--- src/rtl/core/fct_pkg.sv ---
// fct_pkg: shared widths, plane and vector types, and status codes for the
// frustum culling test. No dependencies.

package fct_pkg;

    localparam int COORD_WIDTH = 16;                       // signed coordinate width
    localparam int NUM_PLANES  = 6;
    localparam int FIELD_W     = 16;                       // plane fields and input fields
    localparam int NORM_FRAC   = 14;                       // Q1.14 normal fraction bits
    localparam int CFG_IDX_W   = 3;
    localparam int CFG_DATA_W  = 4 * FIELD_W;
    localparam int PROD_W      = FIELD_W + COORD_WIDTH;
    localparam int D_SHIFT_W   = FIELD_W + NORM_FRAC;
    localparam int DIST_W      = ((PROD_W > D_SHIFT_W) ? PROD_W : D_SHIFT_W) + 2;

    typedef logic signed [COORD_WIDTH-1:0] t_coord;
    typedef logic signed [FIELD_W-1:0]     t_field;
    typedef logic signed [PROD_W-1:0]      t_prod;

    // packed so that nx sits in bits 15:0 and d in bits 63:48
    typedef struct packed {
        t_field d;
        t_field nz;
        t_field ny;
        t_field nx;
    } t_plane;

    typedef struct packed {
        t_coord x;
        t_coord y;
        t_coord z;
    } t_vec3;

    typedef struct packed {
        t_prod  px;
        t_prod  py;
        t_prod  pz;
        t_field d;
    } t_plane_terms;

    typedef enum logic [1:0] {
        ST_OK          = 2'd0,
        ST_FRUSTUM_BAD = 2'd1,
        ST_BOX_BAD     = 2'd2
    } t_status;

    typedef enum logic {
        MODE_POINT = 1'b0,
        MODE_BOX   = 1'b1
    } t_mode;

endpackage

--- src/rtl/core/fct_plane_terms.sv ---
// fct_plane_terms: picks the test corner for one plane and forms the three
// normal-by-coordinate products. Depends on fct_pkg.

module fct_plane_terms import fct_pkg::*; (
    input  t_plane       i_plane,
    input  logic         i_mode,
    input  t_vec3        i_lo,
    input  t_vec3        i_hi,
    output t_plane_terms o_terms
);

    t_coord cx, cy, cz;
    t_prod  nx_w, ny_w, nz_w;
    t_prod  cx_w, cy_w, cz_w;

    // box mode tests the corner furthest along the normal; zero picks max
    always_comb begin
        cx = (i_mode == MODE_BOX && !i_plane.nx[FIELD_W-1]) ? i_hi.x : i_lo.x;
        cy = (i_mode == MODE_BOX && !i_plane.ny[FIELD_W-1]) ? i_hi.y : i_lo.y;
        cz = (i_mode == MODE_BOX && !i_plane.nz[FIELD_W-1]) ? i_hi.z : i_lo.z;
        nx_w = PROD_W'(i_plane.nx);
        ny_w = PROD_W'(i_plane.ny);
        nz_w = PROD_W'(i_plane.nz);
        cx_w = PROD_W'(cx);
        cy_w = PROD_W'(cy);
        cz_w = PROD_W'(cz);
        o_terms.px = nx_w * cx_w;
        o_terms.py = ny_w * cy_w;
        o_terms.pz = nz_w * cz_w;
        o_terms.d  = i_plane.d;
    end

endmodule

--- config.mk ---
export PLATFORM = sky130hd
export DESIGN_NAME = fct_plane_terms
export DESIGN_NICKNAME = d
export VERILOG_FILES = /design/src/rtl/core/fct_pkg.sv /design/src/rtl/core/fct_plane_terms.sv
export SDC_FILE = /design/constraint.sdc
export NUM_CORES = 2
export LEC_CHECK = 0
export BUFFER_PORTS_ARGS = -buffer_cell sky130_fd_sc_hd__buf_2
export CAP_MARGIN = 20
export CORE_MARGIN = 10
export CORE_UTILIZATION = 57
export DETAILED_ROUTE_END_ITERATION = 8
export PLACE_DENSITY = 0.73
export REMOVE_ABC_BUFFERS = 1
export SLEW_MARGIN = 30
export SYNTH_ARGS = -nofsm -noshare
export SYNTH_HDL_FRONTEND = slang
export SYNTH_SLANG_ARGS = --single-unit
--- constraint.sdc ---
create_clock -name vclk -period 16.2
set_input_delay 1.62 -clock vclk [all_inputs]
set_output_delay 1.62 -clock vclk [all_outputs]
set_load 0.02 [all_outputs]
==> run metrics <==
drt total wl 71400 µm; Via density 5.27; met3 routed WL 4060 µm; Hold Vio Cnt, Final 0; Register Area 0 µm²; outcome finished clean; DIE WIDTH 251 µm; M1 wire length 28700 µm; Max Clock Freq approximately 0.092 GHz; Worst EP arrival 9280 ps; critical path fanouts, max 17; Die ar. 0.0630 mm²; hold_buf cts 0; Worst EP required between 10000 and 15000 ps; hpwl dp 62200 µm; row cnt 84; Final min period 10900 ps; Die Ht 251 µm; initial antenna violation count 2; First-pass DRT Iterations 5; CORE AREA between 0.05 and 0.06 mm²; Syn. warnings 0; wire length of the first global-routing pass 122000 µm; Worst setup EP type primary output; number of clock buffers in the layout 0; Seq/Total Area, Yosys 0%; critical path class primary input to primary output; setup violators final 0; Yosys cell types 65; Post-CTS Resized 0; Tightest Pin Transition 962 ps; Mapped Area 0.0304 mm²; total number of vias 22000; vias in the first global route approximately 25000; sequential cell count 0; area grow syn2layout 5.52%; Syn Area/Cell 9.05 µm²; met2 routed WL about 37000 µm; max layer used met5; max-cap violations 0; Final period util roughly 67%; startpoint types primary input; synthesized instance count 3360; grt ovf 0; largest net degree at the start of global routing 18; leading area contributor after synthesis fa_1; layout cell share with drive strength beyond 1 9.14%; Residual DRC 0; gpl congestion 0.867; Post-Route Setup TNS 0 ps; Yosys top cell area share between 50% and 60%; number of DRC markers in iteration 0 ~1000; Worst Hold Class primary input to primary output; antenna viol nets, final 0; RSZ-0062 raised after global routing false; Final Max Slew Viols 0; IO Port Bufs 241; worst rel slew slack 35.6%; Area contributors post-synth fa_1, inv_1, ha_1, nor2b_1, nand2_1; I/O Pins 273; GRT Overall Usage 23.5%; routed len/inst 17.1 µm; nets@finish 4687; post-CTS repair timing setup buffer count 0; Initial Utilization ~58%
per-layer routing:
| metal | vias to the layer above | GRT usage (%) |
|---|---|---|
| met5 | - | 0 |
| li1 | 10100 | - |
| met2 | 534 | 42.2 |
| met1 | 11300 | 29.3 |
| met3 | 94 | 3.55 |
| met4 | 2 | 4.97 |
kinds of logic (layout without fill, tap and decap cells):
group	after synthesis	after routing	synth area share, %
compound gates	225	225	4.97
xor+xnor	97	97	2.79
fa+ha+maj	1032	1032	61.9
buf+inv	1010	1142	12.7
mux	51	51	1.81
other cells	0	1	0
simple gates	945	945	15.8
per-stage QoR:
stage               utilization, %  instance area (µm²)  cells  hold slack (ps)  setup WS (ps)
finish                        60.9                32100   4181             3240           5300
global route                  60.9                32100   4180             3240           4800
CTS                           60.9                32100   4180             3240           5260
detailed placement            60.9                32100   4180             3240           5280
global placement              60.9                32100   4180             3240           5050
floorplan                        -                29900   3232             3240           5740
synthesized netlist by cell type (all sizes together) (4+ instances only):
cell type and n:
and4 5, or3 5, nand2 351, mux2 31, and3 11, a221oi 5
ha 246, a2111oi 4, o21ai 45, o21a 7, a31oi 8, and2 170
nand3 14, a211oi 15, fa 786, inv 882, nand2b 30, or2 18
nor4 4, nor3 25, nor2 76, clkbuf 105, a211o 5, xor2 17
o21bai 15, nor2b 228, mux2i 20, buf 23, xnor2 80, a21o 22
a21oi 62, o211ai 6
layout make-up:
type / count / area (µm²)
inverter: 882 / 3310
tap: 688 / 861
timing repair buffer: 260 / 1350
fill: 4602 / 20600
antenna: 1 / 2.50
multi-input combinational: 2350 / 26600
worst paths after layout:
| check | cells after the start | endpoint | from |
|---|---|---|---|
| max | 24 | o_terms[111] | i_plane[15] |
| min | 0 | o_terms[3] | i_plane[51] |
worst max-delay path, cell delays in order:
cell,delay (ps)
buf_2,200
nor2b_2,790
mux2i_2,820
nor2b_1,150
fa_1,560
inv_1,50
fa_1,460
fa_1,520
inv_1,60
fa_1,490
fa_1,510
inv_1,50
fa_1,480
inv_1,50
ha_1,340
a21oi_1,190
inv_1,60
a2111oi_0,510
a21boi_0,230
a32o_1,300
a211oi_2,260
nor3_1,120
a211oi_1,230
buf_2,210
layout by cell type (no fill, tap or decap), types with 6 or more instances in the layout:
cell      Yosys  layout
fa_1        786     786
buf_4        16      19
buf_2         5     241
mux2i_1      20      19
xnor2_1      80      80
a21oi_1      62      62
o211ai_1      6       6
o21ai_0      41      41
nor3_1       25      25
nand2b_1     30      30
o21a_1        7       7
xor2_1       17      17
inv_1       882     882
nand3_1      14      14
a31oi_1       8       8
a21o_1       21      21
or2_2        17      17
and2_1      170     170
o21bai_1     15      15
nor2b_1     228     226
mux2_2       31      31
ha_1        246     246
a211oi_1     13      13
nand2_1     351     351
nor2_1       76      76
and3_1       10      10
Power is not shown: default switching activity piles up to over one toggle a cycle in this logic, so the estimate is an artifact.
